### config.mk
export PLATFORM = sky130hd
export DESIGN_NAME = mde_norm
export DESIGN_NICKNAME = d
export VERILOG_FILES = /design/src/design/mde_pkg.sv /design/src/design/mde_norm.sv
export SDC_FILE = /design/constraint.sdc
export NUM_CORES = 1
export LEC_CHECK = 0
export BUFFER_PORTS_ARGS = -buffer_cell sky130_fd_sc_hd__buf_2
export CAP_MARGIN = 20
export CORE_ASPECT_RATIO = 0.5
export CORE_MARGIN = 1.5
export CORE_UTILIZATION = 60
export DETAILED_ROUTE_END_ITERATION = 8
export GPL_ROUTABILITY_DRIVEN = 0
export PLACE_DENSITY = 0.77
export SLEW_MARGIN = 10
export SYNTH_ARGS = -nofsm -noshare
export SYNTH_HDL_FRONTEND = slang
export SYNTH_SLANG_ARGS = --single-unit
### constraint.sdc
create_clock -name clk_i -period 8.8 [get_ports clk_i]
set_input_delay 2.64 -clock clk_i [delete_from_list [all_inputs] [get_ports clk_i]]
set_output_delay 2.64 -clock clk_i [all_outputs]
set_load 0.02 [all_outputs]
### src/design/mde_pkg.sv
`timescale 1ns / 1ps
package mde_pkg;

  // register map, index = paddr[4:2]
  typedef enum logic [2:0] {
    REG_FOCAL_X     = 3'd0,
    REG_FOCAL_Y     = 3'd1,
    REG_CENTER_X    = 3'd2,
    REG_CENTER_Y    = 3'd3,
    REG_MARKER_SIDE = 3'd4,
    REG_FALLBACK    = 3'd5
  } reg_idx_e;

  localparam logic [15:0] FOCAL_X_RST  = 16'd9600;
  localparam logic [15:0] FOCAL_Y_RST  = 16'd9600;
  localparam logic [15:0] CENTER_X_RST = 16'd5120;
  localparam logic [15:0] CENTER_Y_RST = 16'd3840;
  localparam logic [15:0] MARKER_RST   = 16'd1024;
  localparam logic [15:0] FALLBACK_RST = 16'd4096;

  // normalize divider: 18 quotient bits, one per stage
  localparam int NORM_STEPS = 18;
  localparam int NORM_LAT   = NORM_STEPS + 2;
  localparam logic [17:0] NORM_POS_MAX = 18'h1FFFF;
  localparam logic [17:0] NORM_NEG_MAX = 18'h20000;

  // square root: 19 result bits, one per stage
  localparam int SQRT_STEPS = 19;
  localparam int SQRT_LAT   = SQRT_STEPS + 1;

  // depth divider: 16 quotient bits, one per stage
  localparam int DEPTH_STEPS = 16;
  localparam int DEPTH_LAT   = DEPTH_STEPS + 2;
  localparam logic [15:0] DEPTH_MIN = 16'd410;
  localparam logic [15:0] DEPTH_MAX = 16'd40960;

  // floor(x/3) = (x * DIV3_MUL) >> DIV3_SHIFT, exact for x < 2^23
  localparam logic [21:0] DIV3_MUL   = 22'd2796203;
  localparam int          DIV3_SHIFT = 23;

  // squares, side sum, divide-by-3 product
  localparam int PIPE_LAT = NORM_LAT + SQRT_LAT + DEPTH_LAT + 3;

endpackage

### src/design/mde_norm.sv
`timescale 1ns / 1ps
module mde_norm import mde_pkg::*; (
  input  logic               clk_i,
  input  logic               en_i,
  input  logic [15:0]        p_i,
  input  logic [15:0]        c_i,
  input  logic [15:0]        f_i,
  output logic signed [17:0] n_o
);

  logic [16:0] d;
  logic [15:0] mag;
  logic [31:0] rem_q  [NORM_STEPS+1];
  logic [17:0] quo_q  [NORM_STEPS+1];
  logic        neg_q  [NORM_STEPS+1];
  logic        ovf_q  [NORM_STEPS+1];
  logic        zero_q [NORM_STEPS+1];
  logic [17:0] q_fin;
  logic [17:0] n_d, n_q;

  assign d   = {1'b0, p_i} - {1'b0, c_i};
  assign mag = d[16] ? 16'(-d) : d[15:0];

  always_ff @(posedge clk_i) begin
    if (en_i) begin
      rem_q[0]  <= {mag, 16'b0};
      quo_q[0]  <= '0;
      neg_q[0]  <= d[16];
      // quotient would reach 2^18 (also covers zero focal length)
      ovf_q[0]  <= {2'b0, mag} >= {f_i, 2'b0};
      zero_q[0] <= (mag == 16'd0);
    end
  end

  for (genvar j = 0; j < NORM_STEPS; j++) begin : g_step
    localparam int K = NORM_STEPS - 1 - j;
    logic [33:0] dvs;
    logic [34:0] diff;
    assign dvs  = 34'(f_i) << K;
    assign diff = {3'b0, rem_q[j]} - {1'b0, dvs};
    always_ff @(posedge clk_i) begin
      if (en_i) begin
        rem_q[j+1]  <= diff[34] ? rem_q[j] : diff[31:0];
        quo_q[j+1]  <= {quo_q[j][NORM_STEPS-2:0], ~diff[34]};
        neg_q[j+1]  <= neg_q[j];
        ovf_q[j+1]  <= ovf_q[j];
        zero_q[j+1] <= zero_q[j];
      end
    end
  end

  assign q_fin = quo_q[NORM_STEPS];

  always_comb begin
    if (zero_q[NORM_STEPS]) begin
      n_d = '0;
    end else if (neg_q[NORM_STEPS]) begin
      n_d = (ovf_q[NORM_STEPS] || q_fin > NORM_NEG_MAX) ? NORM_NEG_MAX : 18'(-q_fin);
    end else begin
      n_d = (ovf_q[NORM_STEPS] || q_fin > NORM_POS_MAX) ? NORM_POS_MAX : q_fin;
    end
  end

  always_ff @(posedge clk_i) begin
    if (en_i) begin
      n_q <= n_d;
    end
  end

  assign n_o = signed'(n_q);

endmodule

Word-level counts from Yosys, hierarchy flattened

Memory sizes are Yosys's and may differ from the RTL's.
Cells that the tools add are included.
W data, S select, Z words.

Register bits after elaboration: 18
RAM bits: 1007
Input port bits: 50
Memories: 5

Memory list:

| memory | depth | width | read ports | clocked after memory_dff | wr ports | RTL line       | source |
|---|---|---|---|---|---|---|---|
| rem_q  | 19    | 32    | 18         | 0                        | 19       | mde_norm.sv:13 | `logic [31:0] rem_q [NORM_STEPS+1];` |
| quo_q  | 19    | 18    | 19         | 0                        | 19       | mde_norm.sv:14 | `logic [17:0] quo_q [NORM_STEPS+1];` |
| neg_q  | 19    | 1     | 19         | 0                        | 19       | mde_norm.sv:15 | `logic neg_q [NORM_STEPS+1];` |
| ovf_q  | 19    | 1     | 19         | 0                        | 19       | mde_norm.sv:16 | `logic ovf_q [NORM_STEPS+1];` |
| zero_q | 19    | 1     | 19         | 0                        | 19       | mde_norm.sv:17 | `logic zero_q [NORM_STEPS+1];` |

Add/subtract/negate cells: 21
Magnitude comparators: 3
Multiplexer cells: 24
Bitwise logic cells: 18
Reductions and logical operators: 3

Operator list:

| operator               | count |
|---|---|
| $mux W32               | 18 |
| $mux W18               | 3 |
| $sub A32 B33 Y34       | 1 |
| $sub A32 B16 Y33       | 1 |
| $sub A32 B17 Y33       | 1 |
| $sub A32 B18 Y33       | 1 |
| $sub A32 B19 Y33       | 1 |
| $sub A32 B20 Y33       | 1 |
| $sub A32 B21 Y33       | 1 |
| $sub A32 B22 Y33       | 1 |
| $sub A32 B23 Y33       | 1 |
| $sub A32 B24 Y33       | 1 |
| $sub A32 B25 Y33       | 1 |
| $sub A32 B26 Y33       | 1 |
| $sub A32 B27 Y33       | 1 |
| $sub A32 B28 Y33       | 1 |
| $sub A32 B29 Y33       | 1 |
| $sub A32 B30 Y33       | 1 |
| $sub A32 B31 Y33       | 1 |
| $sub A32 B32 Y33       | 1 |
| $ge A16 B18 Y1         | 1 |
| $gt A18 B17 Y1 const B | 1 |
| $gt A18 B18 Y1 const B | 1 |
| $neg A18 Y18           | 1 |
| 7 further kinds        | 26 |

Depth between registers and ports, before layout

An unclocked memory read counts as a cell.

Depth after elaboration: 5
Mapped depth: 24

Least setup slack after synthesis

No wires, ideal clock.

Path kind: input-to-reg
Start point: input port p_i[0]
End point: memory ovf_q[0] (data pin)
Arrival: 6.733 ns
Data required time: 8.527 ns
Slack: 1.794 ns
Cell stages on the path: 24
Path buffers: 1
Path through: inv_1 ha_1 inv_1 fa_1 a211oi_1 o21bai_1 a31oi_1 a21oi_1 a31o_2 inv_1 clkbuf_1 nand2_1 xnor2_1 ha_1 nor2b_1 o21a_1 o21a_1 o21a_1 o21a_1 o21a_1 o21ai_0 a21oi_1 o31ai_1 a2111oi_0

RTL lines:

| item               | RTL line       | source |
|---|---|---|
| start: declaration | mde_norm.sv:5  | `input logic [15:0] p_i,` |
| end: declaration   | mde_norm.sv:16 |  |

==> results.md <==
- Status: finished, final reports clean
- First-pass GRT wire length: 124,000 um
- Drc violations: 0
- Post-DRT Antenna Nets: 0
- Via count: 26.5k
- Row count: 65
- Core Footprint: 0.0633 mm^2
- Data required, critical path: 9.17 ns
- Worst Skew: between 0.03 and 0.04 ns
- Final Setup Violations: 0
- Die area: 0.0658 mm^2
- CTS sink cnt: 654
- Final period util: 78.8%
- Vias per cell: 5.95
- Post-cts resize count: 0
- Clk buf depth: 3
- Nature of the critical path endpoint: flip-flop
- Synth area leader: edfxtp_1
- Fraction of registers with async set/reset: 0%
- CP Launch Point: p_i[0]
- Area Growth Syn to Fin: 9.02%
- Arr. time, crit path: ~7.3 ns
- Highest clock rate: 144 MHz
- R2r startpoint: rem_q[15][3]$_SDFFCE_PP0P_
- Hold Crit Start: quo_q[15][7]$_DFFE_PP_
- Synth area leaders: edfxtp_1 51%, ha_1 9.8%, xnor2_1 3.7%
- Crit path time final: 6.94 ns
- Setup Buffers After CTS: 0
- CTS Buf Count: between 50 and 60
- WL final: 76,400 um
- Post-Syn Area: around 0.039 mm^2
- Final Util: 66.4%
- Post-Syn Instances: 3,462
- Nets: 3,929
- Sequential area share after synthesis: 51.0%
- Grt ovf: 0
- Chip height: around 180 um
- Synth top area share: 51.0%
- Cts hold-fix bufs: 0
- Ys flop type: edfxtp_1
- Port bufs: 67
- Ports: 68
- Share of layout cells above drive strength 1: 8.56%
- Placed Cells: 4,333
- Syn nets: 3,833
- Final std cells w/o fill: 4,448
- Worst Hold Class: flip-flop to flip-flop
- Initial antenna violation count: 1
- Number of synthesized flops with an enable pin: 654
- Gr usage total: a little under a quarter
- Critical-path maximum fanout: 14
- Post-Place Cell Area: 0.0400 mm^2
- Die W: 361 um
- Syn_area_per_cell: between 10 and 15 um^2
- Synthesis-stage register bit count: between 600 and 700
- CTS tree: done
- Total power: approximately 13 mW
- WS Path Type: primary input to flip-flop
- Clk Tree Root Cell: clkbuf_16
- Clk pin slew, worst setup/hold paths: about 0.06 ns
- Worst skew pair latency: around 0.63 ns
- Leak: 15.9 nW
- Slew @ Worst Pin: 1.13 ns
- Pwr dens: around 300 mW/mm^2
- Vias in the first global route: around 25k
- Ys Warns: 0
- Max VDD drop: 195 uV
- Drt first pass iters: 5
- H-tree Lvls: 2
- Initial drt markers: 2,014
- RSZ-0062 raised after global routing: false
- DP HPWL: ~54,000 um
- Cell variety after synth: 74
- Largest net degree at the start of global routing: 194
- Final instance area: 0.0420 mm^2
- Final hold vios: 0
- Slew Limit Fails: 0
- Relative slew slack: 24.4%
- Wire length per cell: 17.2 um
- Setup crit start kind: primary input
- Starting Density: 60.9%
- Max-Cap Viols: 0
- Setup TNS: 0 ns
-- routing by layer --
metal | global-route usage (%) | wire length, um | up-vias
met5 | 0 | 0 | -
met4 | 6.76 | 1940 | 0
met3 | 3.61 | 4260 | 113
met2 | 38.4 | 35500 | 638
met1 | 31.2 | 34700 | 12600
li1 | - | - | 13100
-- where the power goes --
group          total, mW  internal, mW  leakage, nW  switching [mW]
registers           5.11          4.61         6.26           0.506
logic               4.90          2.24         8.70            2.67
clock network       2.66          1.49        0.967            1.17
total               12.7          8.33         15.9            4.35
-- through the flow --
step                hold slack, ns  worst slack, ns
floorplan                    0.400             1.79
global placement             0.401             1.43
detailed placement           0.405             1.30
CTS                          0.417             1.94
global route                 0.424             1.60
finish                       0.414             1.86
-- cells in the final DEF, fill, tap and decap left out, types with 18 or more instances in the layout --
master     instances
a21o_1            55
ha_1             303
or2_2             26
nor3_1           113
and2_1            33
and3_1            19
o21ai_0          240
o31ai_1           35
nor4_1            36
inv_1            138
nor2b_1           58
fa_1              18
nand2_1          278
nand3_1           48
a211oi_1          39
mux2_2            59
or3_1             36
clkbuf_16         58
xor2_1           153
xnor2_1          161
a21oi_1          243
buf_2             66
buf_4             27
nand2b_1          70
o21a_1            57
nor2_1           262
edfxtp_1         654
-- registers in the layout, summed over array words and instances (netlist names) --
name,cells
n_o,18
rem_q,408
quo_q,171
neg_q,19
ovf_q,19
zero_q,19
-- kinds of logic after synthesis --
group           count (synthesis)  synth area share, %
compound gates                832                 13.4
xor+xnor                      314                 7.14
fa+ha+maj                     321                 10.8
buf+inv                       204                 1.99
flops                         654                 51.0
mux                            68                 1.96
simple gates                 1069                 13.8
-- worst max-delay path, cell delays in order --
cell and delay, ns:
buf_2 0.09, inv_1 0.04, ha_1 0.16, inv_1 0.05, fa_1 0.41, a211oi_1 0.50, o21bai_1 0.17, a31oi_1 0.24
a21oi_1 0.14, a31o_2 0.32, inv_1 0.31, nand2_1 0.11, xnor2_1 0.29, ha_1 0.30, nor2b_1 0.13, o21a_1 0.17
o21a_1 0.16, o21a_1 0.16, o21a_1 0.16, o21a_1 0.16, o21ai_0 0.14, a21oi_1 0.08, o31ai_1 0.24, a2111oi_0 0.13
-- layout make-up --
class                      count  area (um^2)
clock buffer                  64         1470
fill                        4636        21300
sequential                   654        19600
clock inverter                46          512
inverter                     140          526
antenna                        3         7.51
tap                          837         1050
multi-input combinational   2604        18100
timing repair buffer         100          639
-- worst paths after layout --
kind	slack, ns	endpoint	depth (start not counted)
worst max-delay path	1.86	ovf_q[0]$_DFFE_PP_	24
worst min-delay path	0.41	quo_q[16][8]$_DFFE_PP_	0
worst max register to register	4.50	rem_q[16][27]$_DFFE_PP_	12
worst min register to register	0.41	quo_q[16][8]$_DFFE_PP_	0
-- synth_stat cells (18+ instances only) --
cell	number
nor3_1	114
ha_1	303
or3_1	36
inv_1	138
xnor2_1	161
nor2_1	262
nor2b_1	58
a21oi_1	244
mux2_2	59
o21ai_0	241
o21a_1	57
nor4_1	36
and3_1	19
xor2_1	153
fa_1	18
nand2_1	278
or2_2	26
a211oi_1	40
and2_1	33
nand3_1	48
edfxtp_1	654
nand2b_1	70
clkbuf_1	59
o31ai_1	35
a21o_1	55
(Power assumes the default switching activity.)
