[config.mk]
export PLATFORM = sky130hd
export DESIGN_NAME = mde_depth
export DESIGN_NICKNAME = d
export VERILOG_FILES = /design/src/design/mde_pkg.sv /design/src/design/mde_depth.sv
export SDC_FILE = /design/constraint.sdc
export NUM_CORES = 2
export LEC_CHECK = 0
export ABC_AREA = 1
export BUFFER_PORTS_ARGS = -buffer_cell sky130_fd_sc_hd__buf_2
export CAP_MARGIN = 20
export CORE_AREA = 4 4 360 362
export DETAILED_ROUTE_END_ITERATION = 16
export DIE_AREA = 0 0 364 366
export GPL_TIMING_DRIVEN = 0
export PLACE_DENSITY = 0.73
export SYNTH_ARGS = -nofsm -noshare
export SYNTH_HDL_FRONTEND = slang
export SYNTH_SLANG_ARGS = --single-unit
[constraint.sdc]
create_clock -name clk_i -period 3.29 [get_ports clk_i]
set_input_delay 0.1645 -clock clk_i [delete_from_list [all_inputs] [get_ports clk_i]]
set_output_delay 0.1645 -clock clk_i [all_outputs]
set_load 0.05 [all_outputs]
[src/design/mde_pkg.sv]
`timescale 1ns / 1ps
package mde_pkg;

  // register map, index = paddr[4:2]
  typedef enum logic [2:0] {
    REG_FOCAL_X     = 3'd0,
    REG_FOCAL_Y     = 3'd1,
    REG_CENTER_X    = 3'd2,
    REG_CENTER_Y    = 3'd3,
    REG_MARKER_SIDE = 3'd4,
    REG_FALLBACK    = 3'd5
  } reg_idx_e;

  localparam logic [15:0] FOCAL_X_RST  = 16'd9600;
  localparam logic [15:0] FOCAL_Y_RST  = 16'd9600;
  localparam logic [15:0] CENTER_X_RST = 16'd5120;
  localparam logic [15:0] CENTER_Y_RST = 16'd3840;
  localparam logic [15:0] MARKER_RST   = 16'd1024;
  localparam logic [15:0] FALLBACK_RST = 16'd4096;

  // normalize divider: 18 quotient bits, one per stage
  localparam int NORM_STEPS = 18;
  localparam int NORM_LAT   = NORM_STEPS + 2;
  localparam logic [17:0] NORM_POS_MAX = 18'h1FFFF;
  localparam logic [17:0] NORM_NEG_MAX = 18'h20000;

  // square root: 19 result bits, one per stage
  localparam int SQRT_STEPS = 19;
  localparam int SQRT_LAT   = SQRT_STEPS + 1;

  // depth divider: 16 quotient bits, one per stage
  localparam int DEPTH_STEPS = 16;
  localparam int DEPTH_LAT   = DEPTH_STEPS + 2;
  localparam logic [15:0] DEPTH_MIN = 16'd410;
  localparam logic [15:0] DEPTH_MAX = 16'd40960;

  // floor(x/3) = (x * DIV3_MUL) >> DIV3_SHIFT, exact for x < 2^23
  localparam logic [21:0] DIV3_MUL   = 22'd2796203;
  localparam int          DIV3_SHIFT = 23;

  // squares, side sum, divide-by-3 product
  localparam int PIPE_LAT = NORM_LAT + SQRT_LAT + DEPTH_LAT + 3;

endpackage

[src/design/mde_depth.sv]
`timescale 1ns / 1ps
module mde_depth import mde_pkg::*; (
  input  logic        clk_i,
  input  logic        en_i,
  input  logic [18:0] avg_i,
  input  logic [15:0] side_i,
  input  logic [15:0] fb_i,
  output logic [15:0] depth_o,
  output logic        fallback_o
);

  logic [31:0] rem_q  [DEPTH_STEPS+1];
  logic [15:0] quo_q  [DEPTH_STEPS+1];
  logic [18:0] avg_q  [DEPTH_STEPS+1];
  logic [15:0] fb_q   [DEPTH_STEPS+1];
  logic        ovf_q  [DEPTH_STEPS+1];
  logic        zero_q [DEPTH_STEPS+1];
  logic [15:0] q_fin;
  logic [15:0] depth_d, depth_q;
  logic        fallback_q;

  always_ff @(posedge clk_i) begin
    if (en_i) begin
      rem_q[0]  <= {side_i, 16'b0};
      quo_q[0]  <= '0;
      avg_q[0]  <= avg_i;
      fb_q[0]   <= fb_i;
      ovf_q[0]  <= {3'b0, side_i} >= avg_i;
      zero_q[0] <= (avg_i == 19'd0);
    end
  end

  for (genvar j = 0; j < DEPTH_STEPS; j++) begin : g_step
    localparam int K = DEPTH_STEPS - 1 - j;
    logic [34:0] dvs;
    logic [35:0] diff;
    assign dvs  = 35'(avg_q[j]) << K;
    assign diff = {4'b0, rem_q[j]} - {1'b0, dvs};
    always_ff @(posedge clk_i) begin
      if (en_i) begin
        rem_q[j+1]  <= diff[35] ? rem_q[j] : diff[31:0];
        quo_q[j+1]  <= {quo_q[j][DEPTH_STEPS-2:0], ~diff[35]};
        avg_q[j+1]  <= avg_q[j];
        fb_q[j+1]   <= fb_q[j];
        ovf_q[j+1]  <= ovf_q[j];
        zero_q[j+1] <= zero_q[j];
      end
    end
  end

  assign q_fin = quo_q[DEPTH_STEPS];

  always_comb begin
    if (zero_q[DEPTH_STEPS]) begin
      depth_d = fb_q[DEPTH_STEPS];
    end else if (ovf_q[DEPTH_STEPS] || q_fin > DEPTH_MAX) begin
      depth_d = DEPTH_MAX;
    end else if (q_fin < DEPTH_MIN) begin
      depth_d = DEPTH_MIN;
    end else begin
      depth_d = q_fin;
    end
  end

  always_ff @(posedge clk_i) begin
    if (en_i) begin
      depth_q    <= depth_d;
      fallback_q <= zero_q[DEPTH_STEPS];
    end
  end

  assign depth_o    = depth_q;
  assign fallback_o = fallback_q;

endmodule

# [Yosys cells after proc, flatten, opt, wreduce, memory -nomap -nowiden]
# Memories as Yosys holds them, arrays and structs flattened.
# Cells that the tools add are included.
[word_totals] regBits=17 mem_bits_rw=1445 in_bits=53 output_inout_bits=17 elab_cells=66 n_memories=6
[mem_list] name="rem_q" depth=17 width=32 read_ports=16 rd_clocked_by_memory_dff=0 write_ports=17 line_no="mde_depth.sv:12" source="logic [31:0] rem_q [DEPTH_STEPS+1];"
[mem_list] name="avg_q" depth=17 width=19 read_ports=16 rd_clocked_by_memory_dff=0 write_ports=17 line_no="mde_depth.sv:14" source="logic [18:0] avg_q [DEPTH_STEPS+1];"
[mem_list] name="fb_q" depth=17 width=16 read_ports=17 rd_clocked_by_memory_dff=0 write_ports=17 line_no="mde_depth.sv:15" source="logic [15:0] fb_q [DEPTH_STEPS+1];"
[mem_list] name="quo_q" depth=17 width=16 read_ports=17 rd_clocked_by_memory_dff=0 write_ports=17 line_no="mde_depth.sv:13" source="logic [15:0] quo_q [DEPTH_STEPS+1];"
[mem_list] name="ovf_q" depth=17 width=1 read_ports=17 rd_clocked_by_memory_dff=0 write_ports=17 line_no="mde_depth.sv:16" source="logic ovf_q [DEPTH_STEPS+1];"
[mem_list] name="zero_q" depth=17 width=1 read_ports=17 rd_clocked_by_memory_dff=0 write_ports=17 line_no="mde_depth.sv:17" source="logic zero_q [DEPTH_STEPS+1];"
[op_classes] add_sub_neg=16 magnitude_cmp=3 muxes=21 bitwise_logic=16 reduce_logical=2
[ops] operator="32-bit 2-to-1 mux" count=16
[ops] operator="16-bit 2-to-1 mux" count=3
[ops] operator="32-bit by 34-bit subtractor with 35-bit output" count=1
[ops] operator="32-bit by 33-bit subtractor with 34-bit output" count=1
[ops] operator="32-bit by 19-bit subtractor with 33-bit output" count=1
[ops] operator="32-bit by 20-bit subtractor with 33-bit output" count=1
[ops] operator="32-bit by 21-bit subtractor with 33-bit output" count=1
[ops] operator="32-bit by 22-bit subtractor with 33-bit output" count=1
[ops] operator="32-bit by 23-bit subtractor with 33-bit output" count=1
[ops] operator="32-bit by 24-bit subtractor with 33-bit output" count=1
[ops] operator="32-bit by 25-bit subtractor with 33-bit output" count=1
[ops] operator="32-bit by 26-bit subtractor with 33-bit output" count=1
[ops] operator="32-bit by 27-bit subtractor with 33-bit output" count=1
[ops] operator="32-bit by 28-bit subtractor with 33-bit output" count=1
[ops] operator="32-bit by 29-bit subtractor with 33-bit output" count=1
[ops] operator="32-bit by 30-bit subtractor with 33-bit output" count=1
[ops] operator="32-bit by 31-bit subtractor with 33-bit output" count=1
[ops] operator="32-bit by 32-bit subtractor with 33-bit output" count=1
[ops] operator="16-bit by 19-bit >= comparator with 1-bit output" count=1
[ops] operator="19-bit logical NOT" count=1
[ops] operator="16-bit > comparator (second input constant)" count=1
[ops] operator="16-bit by 9-bit less-than comparator with 1-bit output (second input constant)" count=1
[ops] operator="1-bit inverter" count=16
[ops] operator="1-bit 2-to-1 mux" count=2
[ops] operator="1-bit logical OR" count=1

# [Logic depth before layout (Yosys ltp)]
# An unclocked memory read counts as a cell.
[logic_depth] word_depth=5 depth_mapped=16 depth_no_buf=15

# [Least setup slack after synthesis]
# No wires, ideal clock.
[synth_path] kind="register -> register" from="memory avg_q[5][0], in the netlist avg_q[0][95]" to="memory rem_q[6][28], in the netlist rem_q[0][220] (data pin)" setup_time_ps=253 t_arrival_ps=1854 t_required_ps=3037 path_slack_ps=1183 stages_incl_launch_ff=15 n_path_buf=1 synth_period_minus_slack_ps=2107 path_cell_list="edfxtp_1 -> fa_1 -> inv_1 -> nand3_1 -> nand3_1 -> nand2_1 -> nand2_1 -> nand2_1 -> nand2_1 -> nand2_1 -> nand2_1 -> inv_2 -> buf_2 -> nand2_1 -> nand2_1"
[synth_rtl] item="start, declared" line_no="mde_depth.sv:14"
[synth_rtl] item="end, declared" line_no="mde_depth.sv:12"

==> results_dict.tcl <==
set metrics [dict create \
    start_util_pct 48.5 \
    top_layer_used "met4" \
    insertion_delay_ps 770 \
    postSynthAreaPerCell_um2 9.11 \
    syn-num-nets 7113 \
    hpwl_um 111000 \
    arrival_ps 3460 \
    tightestPinTransition_ps 1010 \
    cts_tree "yes" \
    die_area_um2 133000 \
    initialDrtViolationCount 3599 \
    grt-ovfl-total 0 \
    ys_types 51 \
    fin_crit_sh_pct 88.0 \
    layout-drive-gt1-share_pct 6.16 \
    place_ws_ps 506 \
    rows 131 \
    grt_pass1_vias 43100 \
    grt_pass1_wl_um 228000 \
    wl_met1_um 61500 \
    clk_pin_slew_worst_paths_ps 60 \
    vias 44400 \
    slew_violations 0 \
    cts_root_buffer "clkbuf_16" \
    core_area_um2 127000 \
    startpoint "avg_q[0][95]" \
    postSynth.asyncResetShare_pct 0 \
    crit_type "register to register" \
    power_mw 53.2 \
    syn_to_final_growth_pct 11.8 \
    syn_inst 6744 \
    critPathMaxFanout 10 \
    grtUsageTotal_pct 21.6 \
    antenna_found_initial 2 \
    synth-seq-cells 1139 \
    synth_area_um2 61400 \
    worstPathRequired_ps 3860 \
    min_from "fb_i[10]" \
    ys_warn_count 0 \
    p_leak_nw 31.0 \
    design_area_um2 68700 \
    rsz0062_at_grt "false" \
    max-vdd-ir-drop_mv 0.573 \
    die_x_um 364 \
    synth_enable_flop_cells 1139 \
    relSlewSlack_pct 32.8 \
    final.setup.tns_ps 0 \
    r2r_start "avg_q[0][95]" \
    wl_met2_um 70100 \
    setup_viol 0 \
    finalHoldViolCount 0 \
    run_status "finished, final reports clean" \
    wl_per_cell_um 16.5 \
    fill_cells 11200 \
    finalWorstSetupSlack_ps 394 \
    cts.path.max_buffers 3 \
    ys.flop_type "edfxtp_1" \
    met3_length_um 7020 \
    hp-class "input port to register" \
    powerDensity_nw_per_um2 775 \
    antennaDiodeCount 0 \
    drv_cap 0 \
    port_buffers 69 \
    cts_buffers 119 \
    critical_path.endpoint_type "register" \
    die_h_um 366 \
    route.detailed.drc 0 \
    fin_crit_ps 2900 \
    clock-sinks 1139 \
    cp-start-kind "register" \
    htree_levels 3 \
    nNetsFinal 7362 \
    grt_max_degree 184 \
    gp_congestion 0.906 \
    clock.fmax_ghz 0.345 \
    ys_seq_area_share_pct 55.7 \
    fin_worst_skew_ps 91.9 \
    ant_nets 0 \
    ios 70 \
    drt-total-wl_um 144000 \
    dr.pass1.iters 6 \
    place_area_um2 64000 \
    detail_route.vias_per_cell 5.07 \
]
[synth_stat cells, drive strengths merged (2+ instances only)]
cell type | number | area share [%]
inv | 1124 | 6.9
nand4 | 93 | 0.99
nand2 | 2308 | 14
buf | 53 | 0.60
nor4 | 19 | 0.22
xor2 | 103 | 1.5
ha | 301 | 6.1
a21o | 8 | 0.098
clkbuf | 2 | 0.012
fa | 15 | 0.49
nor3b | 2 | 0.024
o21a | 3 | 0.037
nor2 | 467 | 2.9
nor3 | 56 | 0.49
and2 | 19 | 0.19
a21oi | 297 | 2.6
nand3 | 371 | 3.2
edfxtp | 1139 | 56
o21bai | 22 | 0.27
or2 | 15 | 0.15
xnor2 | 65 | 0.93
o21ai | 182 | 1.5
and3 | 4 | 0.041
nand3b | 70 | 0.86
a21boi | 4 | 0.055
[sequential cells by signal (all words and copies together), names as in the netlist]
register / cells
rem_q: 376
avg_q: 304
fb_q: 272
quo_q: 136
ovf_q: 17
zero_q: 17
depth_o: 16
fallback_o: 1
[layout by cell type (no fill, tap or decap), types with 17 or more instances in the layout]
| master | netlist | routed |
|---|---|---|
| nand2_1 | 2294 | 2294 |
| and2_1 | 18 | 18 |
| clkinv_1 | 0 | 27 |
| clkbuf_16 | 0 | 120 |
| o21bai_1 | 22 | 22 |
| nor2_1 | 456 | 456 |
| xnor2_1 | 65 | 65 |
| nor4_1 | 18 | 18 |
| inv_1 | 1093 | 1093 |
| buf_2 | 32 | 100 |
| nor3_1 | 53 | 53 |
| inv_2 | 30 | 30 |
| a21oi_1 | 268 | 268 |
| o21ai_0 | 92 | 92 |
| clkinv_2 | 0 | 24 |
| nand3b_1 | 70 | 70 |
| nand3_1 | 357 | 357 |
| o21ai_1 | 86 | 86 |
| bufinv_16 | 0 | 17 |
| edfxtp_1 | 1139 | 1139 |
| nand4_1 | 90 | 90 |
| dlygate4sd3_1 | 0 | 52 |
| xor2_1 | 103 | 103 |
| ha_1 | 301 | 301 |
| a21oi_2 | 29 | 29 |
[power breakdown]
group / total, mW / switching [mW] / internal (mW)
clock network: 13.8 / 5.69 / 8.06
registers: 20.9 / 1.69 / 19.3
logic: 18.5 / 12.2 / 6.31
total: 53.2 / 19.6 / 33.6
[per-stage QoR]
| stage | cells | utilization (%) | hold WS [ps] |
|---|---|---|---|
| after floorplan | 6744 | - | 263 |
| after global placement | 8475 | 50.4 | 343 |
| after detailed placement | 8482 | 50.5 | 343 |
| after CTS | 8759 | 54.2 | 28.8 |
| after global routing | 8759 | 54.2 | 72.8 |
| final | 8759 | 54.2 | 97.4 |
[path summary, 6_finish.rpt]
path | endpoint | slack [ps] | depth (start not counted)
worst max-delay path | rem_q[0][219] | 390 | 13
worst min-delay path | fb_q[0][10] | 100 | 2
worst max register to register | rem_q[0][219] | 390 | 13
worst min register to register | quo_q[7][5] | 370 | 0
[worst max-delay path, stage by stage, from the launching register on]
cell,delay (ps)
edfxtp_1,480
fa_1,490
inv_1,120
nand3_1,80
nand3_1,210
nand2_1,80
nand2_1,130
nand2_1,120
nand2_1,100
nand2_1,50
nand2_1,230
buf_2,340
nand3_1,120
nand2_1,130
[per-layer routing]
layer / global-route usage [%] / up-vias
met1: 27.6 / 20400
met3: 2.74 / 287
met2: 37.4 / 1163
li1: - / 22600
met4: 8.43 / 0
met5: 0 / -
[area by class of cell]
type / count / area (um^2) / share of cell area [%]
Sequential cell: 1139 / 34200 / 49.8
Multi-Input combinational cell: 4426 / 22600 / 33.0
Inverter: 1124 / 4220 / 6.15
Clock buffer: 134 / 3060 / 4.45
Tap cell: 1662 / 2080 / 3.03
Timing Repair Buffer: 128 / 1050 / 1.53
Clock inverter: 91 / 1040 / 1.52
Buffer: 55 / 374 / 0.545
[repair_timing]
action | CTS | global route
setup buffers | 0 | 0
hold buffers | 52 | 0
endpoints found under the hold margin | 130 | 0
gates resized for setup | 0 | 0
[cells by family after synthesis]
family	synth area share, %
flops	55.7
fa+ha+maj	6.62
compound gates	4.58
xor+xnor	2.40
simple gates	23.2
buf+inv	7.48
No activity file was read; power rests on OpenSTA's default activity.
