--- src/design/mde_pkg.sv ---
`timescale 1ns / 1ps
package mde_pkg;

  // register map, index = paddr[4:2]
  typedef enum logic [2:0] {
    REG_FOCAL_X     = 3'd0,
    REG_FOCAL_Y     = 3'd1,
    REG_CENTER_X    = 3'd2,
    REG_CENTER_Y    = 3'd3,
    REG_MARKER_SIDE = 3'd4,
    REG_FALLBACK    = 3'd5
  } reg_idx_e;

  localparam logic [15:0] FOCAL_X_RST  = 16'd9600;
  localparam logic [15:0] FOCAL_Y_RST  = 16'd9600;
  localparam logic [15:0] CENTER_X_RST = 16'd5120;
  localparam logic [15:0] CENTER_Y_RST = 16'd3840;
  localparam logic [15:0] MARKER_RST   = 16'd1024;
  localparam logic [15:0] FALLBACK_RST = 16'd4096;

  // normalize divider: 18 quotient bits, one per stage
  localparam int NORM_STEPS = 18;
  localparam int NORM_LAT   = NORM_STEPS + 2;
  localparam logic [17:0] NORM_POS_MAX = 18'h1FFFF;
  localparam logic [17:0] NORM_NEG_MAX = 18'h20000;

  // square root: 19 result bits, one per stage
  localparam int SQRT_STEPS = 19;
  localparam int SQRT_LAT   = SQRT_STEPS + 1;

  // depth divider: 16 quotient bits, one per stage
  localparam int DEPTH_STEPS = 16;
  localparam int DEPTH_LAT   = DEPTH_STEPS + 2;
  localparam logic [15:0] DEPTH_MIN = 16'd410;
  localparam logic [15:0] DEPTH_MAX = 16'd40960;

  // floor(x/3) = (x * DIV3_MUL) >> DIV3_SHIFT, exact for x < 2^23
  localparam logic [21:0] DIV3_MUL   = 22'd2796203;
  localparam int          DIV3_SHIFT = 23;

  // squares, side sum, divide-by-3 product
  localparam int PIPE_LAT = NORM_LAT + SQRT_LAT + DEPTH_LAT + 3;

endpackage

--- src/design/mde_isqrt.sv ---
`timescale 1ns / 1ps
module mde_isqrt import mde_pkg::*; (
  input  logic        clk_i,
  input  logic        en_i,
  input  logic [36:0] v_i,
  output logic [18:0] r_o
);

  logic [36:0] rem_q [SQRT_STEPS+1];
  logic [18:0] res_q [SQRT_STEPS+1];

  always_ff @(posedge clk_i) begin
    if (en_i) begin
      rem_q[0] <= v_i;
      res_q[0] <= '0;
    end
  end

  // (res + 2^k)^2 - res^2 = res*2^(k+1) + 2^(2k)
  for (genvar j = 0; j < SQRT_STEPS; j++) begin : g_step
    localparam int K = SQRT_STEPS - 1 - j;
    logic [37:0] trial;
    logic [38:0] diff;
    assign trial = (38'(res_q[j]) << (K + 1)) + (38'd1 << (2 * K));
    assign diff  = {2'b0, rem_q[j]} - {1'b0, trial};
    always_ff @(posedge clk_i) begin
      if (en_i) begin
        rem_q[j+1] <= diff[38] ? rem_q[j] : diff[36:0];
        res_q[j+1] <= diff[38] ? res_q[j] : (res_q[j] | (19'd1 << K));
      end
    end
  end

  assign r_o = res_q[SQRT_STEPS];

endmodule

--- config.mk ---
export PLATFORM = sky130hd
export DESIGN_NAME = mde_isqrt
export DESIGN_NICKNAME = d
export VERILOG_FILES = /design/src/design/mde_pkg.sv /design/src/design/mde_isqrt.sv
export SDC_FILE = /design/constraint.sdc
export NUM_CORES = 1
export LEC_CHECK = 0
export BUFFER_PORTS_ARGS = -buffer_cell sky130_fd_sc_hd__buf_2
export CAP_MARGIN = 15
export CORE_MARGIN = 2
export CORE_UTILIZATION = 40
export DETAILED_ROUTE_END_ITERATION = 12
export MAX_ROUTING_LAYER = met4
export PLACE_DENSITY_LB_ADDON = 0.05
export SLEW_MARGIN = 20
export SYNTH_ARGS = -nofsm -noshare
export SYNTH_HDL_FRONTEND = slang
export SYNTH_SLANG_ARGS = --single-unit
export TNS_END_PERCENT = 10
--- constraint.sdc ---
create_clock -name clk_i -period 4.4 [get_ports clk_i]
set_input_delay 0.44 -clock clk_i [delete_from_list [all_inputs] [get_ports clk_i]]
set_output_delay 0.44 -clock clk_i [all_outputs]
set_load 0.02 [all_outputs]
======== Word-level counts from Yosys, hierarchy flattened ========
Memory sizes are Yosys's and may differ from the RTL's.
Cells that the tools add are included.
storage, ports and cells
  bits of input ports ..................... 39
  memories ................................ 2
  output and inout port bits .............. 19
  logic and storage cells ................. 80
  RAM bits ................................ 1120
  register bits after elaboration ......... 0
memory list
  memory  words  width  rd ports  clocked after Yosys merged registers in  write ports  line             text
  rem_q   20     37     19        0                                        20           mde_isqrt.sv:9   logic [36:0] rem_q [SQRT_STEPS+1];
  res_q   20     19     20        0                                        20           mde_isqrt.sv:10  logic [18:0] res_q [SQRT_STEPS+1];
cells by class
  mux-type cells .......................... 40
  add/sub/neg operators ................... 38
operators by type and width
  kind                                             count
  2-to-1 mux 37 bit                                19
  subtractor 37 x 38 -> 39 bit                     2
  adder 37 x 35 -> 38 bit (second input constant)  1
  adder 38 x 37 -> 38 bit (second input constant)  1
  subtractor 37 x 21 -> 38 bit                     1
  subtractor 37 x 22 -> 38 bit                     1
  subtractor 37 x 23 -> 38 bit                     1
  subtractor 37 x 24 -> 38 bit                     1
  subtractor 37 x 25 -> 38 bit                     1
  subtractor 37 x 26 -> 38 bit                     1
  subtractor 37 x 27 -> 38 bit                     1
  subtractor 37 x 28 -> 38 bit                     1
  subtractor 37 x 29 -> 38 bit                     1
  subtractor 37 x 30 -> 38 bit                     1
  subtractor 37 x 31 -> 38 bit                     1
  subtractor 37 x 32 -> 38 bit                     1
  subtractor 37 x 33 -> 38 bit                     1
  subtractor 37 x 34 -> 38 bit                     1
  subtractor 37 x 35 -> 38 bit                     1
  subtractor 37 x 36 -> 38 bit                     1
  subtractor 37 x 37 -> 38 bit                     1
  adder 36 x 33 -> 37 bit (second input constant)  1
  adder 35 x 31 -> 36 bit (second input constant)  1
  adder 34 x 29 -> 35 bit (second input constant)  1
  33 further kinds                                 35

======== Depth between registers and ports, before layout ========
Gate-level depths: netlist of run 1.
An unclocked memory read counts as a cell.
  depth after elaboration ................. 4
  gate-level depth with buffers ........... 17
  gate-level depth less buffers ........... 16

======== Least setup slack after synthesis of run 1 ========
Ideal clock, no wire load.
  path kind ............................... reg-to-reg
  start point ............................. memory res_q[16][4]
  end point ............................... memory rem_q[17][26] (data pin)
  period minus slack after synthesis ...... 3.421 ns
  buffers on the path ..................... 1
  library setup time ...................... 0.266 ns
  setup slack ............................. 0.979 ns
  arrival ................................. 3.155 ns
  cell stages (with the launch flop) ...... 15
  required time ........................... 4.134 ns
  cell sequence ........................... edfxtp_1 ha_1 inv_1 ha_1 or3_1 o21ai_0 a311o_1 a2111oi_2 o311ai_1 a21boi_1 o21a_2 nor4_4 buf_2 nor3_1 xor2_1
RTL lines
  item             line
  start, declared  mde_isqrt.sv:10
  end, declared    mde_isqrt.sv:9

==> reports/metrics.cfg, run 1 <==
[outcome]
status=complete, no violations

[logic_synthesis]
synth_simple_gate_area_share=0.1232
yosys_warnings=0
synthTopCellsByArea=edfxtp_1 (43%), ha_1 (13%), inv_1 (5.4%)
ys_seq_elements=892
yosys.area_share.xor_xnor=0.07204
avgSynthCellArea_um2=9.571
syn_nets=7134
synth_most_common_cell=inv_1
synthCells=6466
synth_top_cell_by_area=edfxtp_1
synth_compound_area_frac=0.1767
synthMuxAreaShare=0.003680
yosysTopAreaCellShare=0.4328
yosys.area_share.adder=0.1272
synthArstFlopShare=0
synth_ff_type=edfxtp_1
synth-edff-count=892
synth_commonest_cells=inv_1 (898), edfxtp_1 (892), ha_1 (629)
synth_cell_types=103
ys_seq_area_frac=0.4328
syn-cell-area_mm2=0.06189
synth_top_family_by_area=compound AO/OA/AOI/OAI gates

[clock_network]
cts_root_buf=clkbuf_16
cts_post_setup_buffers_inserted=0
cts_buffer_depth=3
cts_tree=done
cts_buffers=109
insertion_delay_ns=0.76
clkTransAtPathRegs_ns=0.06
ctsHtreeMaxLevel=3
cts_sinks=892

[worst_setup_path]
cp-start-kind=flop
arrival_ns=4.43
endpoint=rem_q[9][36]
r2r_slack_ns=0.42
critical_path.max_fanout=5
reg2reg_to=rem_q[9][36]
cp.required_ns=4.86
path_class=flop to flop
endpoint_kind=flop
timing.rr.start=rem_q[8][7]
reg2reg_depth=13
critPathLaunch=rem_q[8][7]

[global_routing]
antenna_found_initial=0
grt_pass1_vias=44398
grt_max_degree=113
grt_pass1_wl_um=233500
grt_use_total=0.1861
grt_overflow_total=0

[placed_design]
port_buffers=57
gp_congestion=0.8596
dp_hpwl_um=109400

[route]
wl_um=142700
drcViolationCount=0
postRouteAntennaNets=0
via_per_inst=5.186
routedWlPerCell_um=16.34
dr.pass1.iters=5
first_iter_violations=2644
num_vias=45298

[floorplan]
die_area_mm2=0.1579
ios=58
die_w_um=397.3
dieHeight_um=397.3
start_util=0.4022
core_mm2=0.1539
rows=144

[worst_hold_path]
hp-start=en_i
min_path_type=primary input to flop

[sta]
setup_viol_count_final=0
period_share=0.9038
timing.slew.headroom=0.4366
finalHoldViolCount=0
rsz0062_at_grt=false
fmax_mhz=251.5
worst_pin_slew_ns=0.8451
min_period_ns=3.977
fin_setup_tns_ns=0
fin_worst_skew_ns=0.07333
drv_slew=0

[cells_and_area]
antenna_cells=0
nets=7270
layout-drive-gt1-share=0.05994
area_growth_syn_to_layout_pct=11.60

[flow_run]
maxCapViolCount=0

-- sequential cells by signal, summed over array words and instances, names as in the netlist --
register and flops:
rem_q 702, res_q 190
-- layout make-up --
cell class                      count  area [µm²]
Fill cell                       14893       84800
Multi-Input combinational cell   4532       31190
Sequential cell                   892       26790
Inverter                          900        3378
Clock buffer                      121        2773
Tap cell                         2044        2557
Timing Repair Buffer              167        1414
Clock inverter                     78       970.9
-- per-layer routing --
metal  wire, µm  track usage  share of wire  vias to the layer above
li1           -            -              -                    23338
met1      67040       0.2435           0.47                    21064
met2      67330       0.3060           0.47                      678
met3       5137      0.02396          0.036                      218
met4       3169      0.04491          0.022                        0
met5          0            -              0                        -
-- metrics by stage --
| step | setup WS, ns | cell area [µm²] | std cells | hold WS (ns) | utilization |
|---|---|---|---|---|---|
| 5_1_grt | 0.1360 | 69070 | 8734 | 0.2366 | 0.4489 |
| 2_1_floorplan | 0.9794 | 61890 | 6466 | 0.4003 | - |
| 3_5_place_dp | 0.1189 | 64940 | 8498 | 0.4045 | 0.4220 |
| 6_report | 0.4235 | 69070 | 8734 | 0.2426 | 0.4489 |
| 3_3_place_gp | 0.08695 | 64940 | 8498 | 0.4002 | 0.4220 |
| 4_1_cts | 0.1080 | 69050 | 8734 | 0.2049 | 0.4488 |
-- how the worst min path moves through the flow --
stage,end,slack (ns),cells past startpoint
6_report,rem_q[0][29],0.24,1
5_1_grt,rem_q[0][29],0.24,1
4_1_cts,rem_q[0][29],0.20,1
3_5_place_dp,rem_q[15][0],0.40,0
3_3_place_gp,rem_q[13][0],0.40,0
2_1_floorplan,rem_q[10][0],0.40,0
-- cell usage in the layout, fill, tap and decap left out, types with 34 or more instances in the layout --
master | synthesis | layout
o21bai_1 | 74 | 74
clkbuf_16 | 0 | 109
or3_1 | 52 | 52
a21o_1 | 218 | 218
nand2_1 | 525 | 525
nand4_1 | 47 | 47
nor3_1 | 106 | 106
edfxtp_1 | 892 | 892
o21ai_0 | 477 | 476
nand3_1 | 118 | 118
a21oi_1 | 536 | 536
nor2b_1 | 64 | 64
o21ai_1 | 37 | 37
xor2_1 | 212 | 212
nand2b_1 | 75 | 75
inv_1 | 898 | 898
nor2_1 | 397 | 396
a31oi_1 | 66 | 65
a211oi_1 | 38 | 38
and3_1 | 42 | 42
buf_4 | 0 | 57
xnor2_1 | 297 | 297
dlygate4sd3_1 | 0 | 37
buf_2 | 32 | 56
o31ai_1 | 35 | 34
ha_1 | 629 | 629
o21a_1 | 67 | 67
-- worst max-delay path, cell delays in order (launching register included) --
cell	delay (ns)
edfxtp_1	0.53
inv_1	0.08
ha_1	0.35
and3_1	0.24
and3_1	0.18
a41oi_1	0.27
nand4_1	0.22
a311oi_1	0.56
o2bb2ai_1	0.25
nand2_1	0.16
a31oi_1	0.29
nor2b_1	0.11
nor4_1	0.34
xor2_1	0.11
-- kinds of logic (layout without fill, tap and decap cells) --
logic type                 after synthesis  count (layout)
AOI/OAI and AO/OA                     1773            1773
and+or+nand+nor                       1599            1599
buffers and inverters                 1042            1266
DFF                                    892             892
adders and majority gates              629             629
xor gates and xnor gates               509             509
muxes                                   21              21
other                                    1               1
-- repair_timing --
action | CTS | global route
endpoints found under the hold margin | 37 | 0
endpoints found under the setup margin | 0 | 5
hold buffers | 37 | 0
resized for setup | 0 | 3
Power of run 1 is not shown: default switching activity piles up to over one toggle a cycle in this logic, so the estimate is an artifact.
==> run 2, diff against run 1 <==
--- a/config.mk
+++ b/config.mk
@@ -13,3 +13,3 @@
 export MAX_ROUTING_LAYER = met4
-export PLACE_DENSITY_LB_ADDON = 0.05
+export PLACE_DENSITY = 0.62
 export SLEW_MARGIN = 20
--- a/constraint.sdc
+++ b/constraint.sdc
@@ -3,2 +3,2 @@
 set_output_delay 0.44 -clock clk_i [all_outputs]
-set_load 0.02 [all_outputs]
+set_load 0.005 [all_outputs]
==> reports/metrics.cfg, run 2 (synthesis results as in run 1) <==
[worst_setup_path]
worst-path-buf-inv=0
cp-start-kind=flop
critical_path.max_fanout=62
max_stage_delay_ns=0.68
timing.rr.start=rem_q[1][12]
crit_top_cell=or3_1
endpoint_kind=flop
critical_path.top_delay_family=compound AO/OA/AOI/OAI gates
arrival_ns=4.61
r2r_slack_ns=0.31
cp_slowest_cell=a221o_2
reg2reg_to=rem_q[2][3]
cp.required_ns=4.92
crit_chain=ha_1 > a211oi_1 > a22oi_1 > nand3_1 > or3_1 > a31oi_1 > o21ai_1 > o41a_1 > a221o_2 > or3_1 > o21ai_0
path_class=flop to flop
reg2reg_depth=11

[sta]
fmax_mhz=244.5
worst_pin_slew_ns=0.9447
period_share=0.9297
whs_ns=0.2728
min_period_ns=4.091
setup_viol_count_final=0
finalHoldViolCount=0
fin_worst_skew_ns=0.06906
fin_ws_ns=0.3093
rsz0062_at_grt=false
fin_setup_tns_ns=0
timing.slew.headroom=0.3702
drv_slew=0

[cells_and_area]
area_growth_syn_to_layout_pct=10.82
seq_area_mm2=0.02679
largest_reg_flops=702
layout_common_cells=inv_1 (898), edfxtp_1 (892), ha_1 (629)
top_register=rem_q
final_common_cell=inv_1
multi_input_area_mm2=0.03118
nFillCells=14635
layout-drive-gt1-share=0.05493
antenna_cells=0
largest_registers=rem_q: 702 flops, res_q: 190 flops
nets=7249
fin_util=0.4457

[clock_network]
cts_tree=done
ctsHtreeMaxLevel=3
cts_sinks=892
cts_post_setup_buffers_inserted=0
cts_root_buf=clkbuf_16
cts_buffers=103
cts_buffer_depth=3
clkTransAtPathRegs_ns=0.06
insertion_delay_ns=0.72

[global_routing]
grt_max_degree=94
antenna_found_initial=0
grt_overflow_total=0
grt_pass1_wl_um=218100
grt_use_total=0.1699
grt_pass1_vias=44889

[worst_hold_path]
min_delay_path_depth=1
min_path_type=primary input to flop
hp-start=en_i
hold_end=rem_q[4][23]

[route]
routedWlPerCell_um=15.00
via_per_inst=5.236
first_iter_violations=2716
postRouteAntennaNets=0
num_vias=45586
drcViolationCount=0
dr.pass1.iters=5
wl_um=130600

[flow_run]
maxCapViolCount=0

[placed_design]
gp_congestion=0.9150
dp_hpwl_um=100100
port_buffers=57
preCtsSetupSlack_ns=0.2784

[floorplan]
core_mm2=0.1539
start_util=0.4022
dieHeight_um=397.3
rows=144
ios=58
die_area_mm2=0.1579
die_w_um=397.3

[outcome]
status=complete, no violations

run 2: per-stage QoR:
| stage | cells | area (µm²) |
|---|---|---|
| 2_1_floorplan | 6466 | 61890 |
| 3_3_place_gp | 8483 | 64860 |
| 3_5_place_dp | 8483 | 64860 |
| 4_1_cts | 8707 | 68580 |
| 5_1_grt | 8707 | 68580 |
| 6_report | 8707 | 68580 |
run 2: final cells by class:
cell class | instances | share of cell area
Multi-Input combinational cell | 4532 | 0.4546
Sequential cell | 892 | 0.3906
Inverter | 900 | 0.04926
Clock buffer | 114 | 0.03818
Tap cell | 2044 | 0.03729
Timing Repair Buffer | 152 | 0.01952
Clock inverter | 73 | 0.01064
run 2: repair_timing:
| item | 4_1_cts | 5_1_grt |
|---|---|---|
| endpoints found under the hold margin | 37 | 0 |
| endpoints found under the setup margin | 0 | 1 |
| resized for setup | 0 | 1 |
| hold buffers | 37 | 0 |
run 2: worst max path at each step:
stage | from | end | slack (ns) | cells past startpoint
after floorplan | res_q[16][4] | rem_q[17][26] | 0.98 | 14
final | rem_q[1][12] | rem_q[2][3] | 0.31 | 11
after CTS | rem_q[1][12] | rem_q[2][3] | 0.27 | 11
after global placement | rem_q[1][10] | rem_q[2][3] | 0.34 | 11
after detailed placement | rem_q[1][12] | rem_q[2][3] | 0.28 | 11
after global routing | rem_q[3][4] | rem_q[4][4] | 0.02 | 14
run 2: worst reg2reg max path, cell delays in order (launching register included):
cell,delay [ns]
edfxtp_1,0.42
ha_1,0.39
a211oi_1,0.14
a22oi_1,0.21
nand3_1,0.12
or3_1,0.35
a31oi_1,0.36
o21ai_1,0.26
o41a_1,0.43
a221o_2,0.68
or3_1,0.52
o21ai_0,0.08
run 2: routing by layer:
layer | global-route usage | routed length [µm]
met1 | 0.1969 | 56100
met2 | 0.3026 | 65950
met3 | 0.02023 | 4039
met4 | 0.05851 | 4491
met5 | - | 0
Power of run 2 is left out for the same reason.
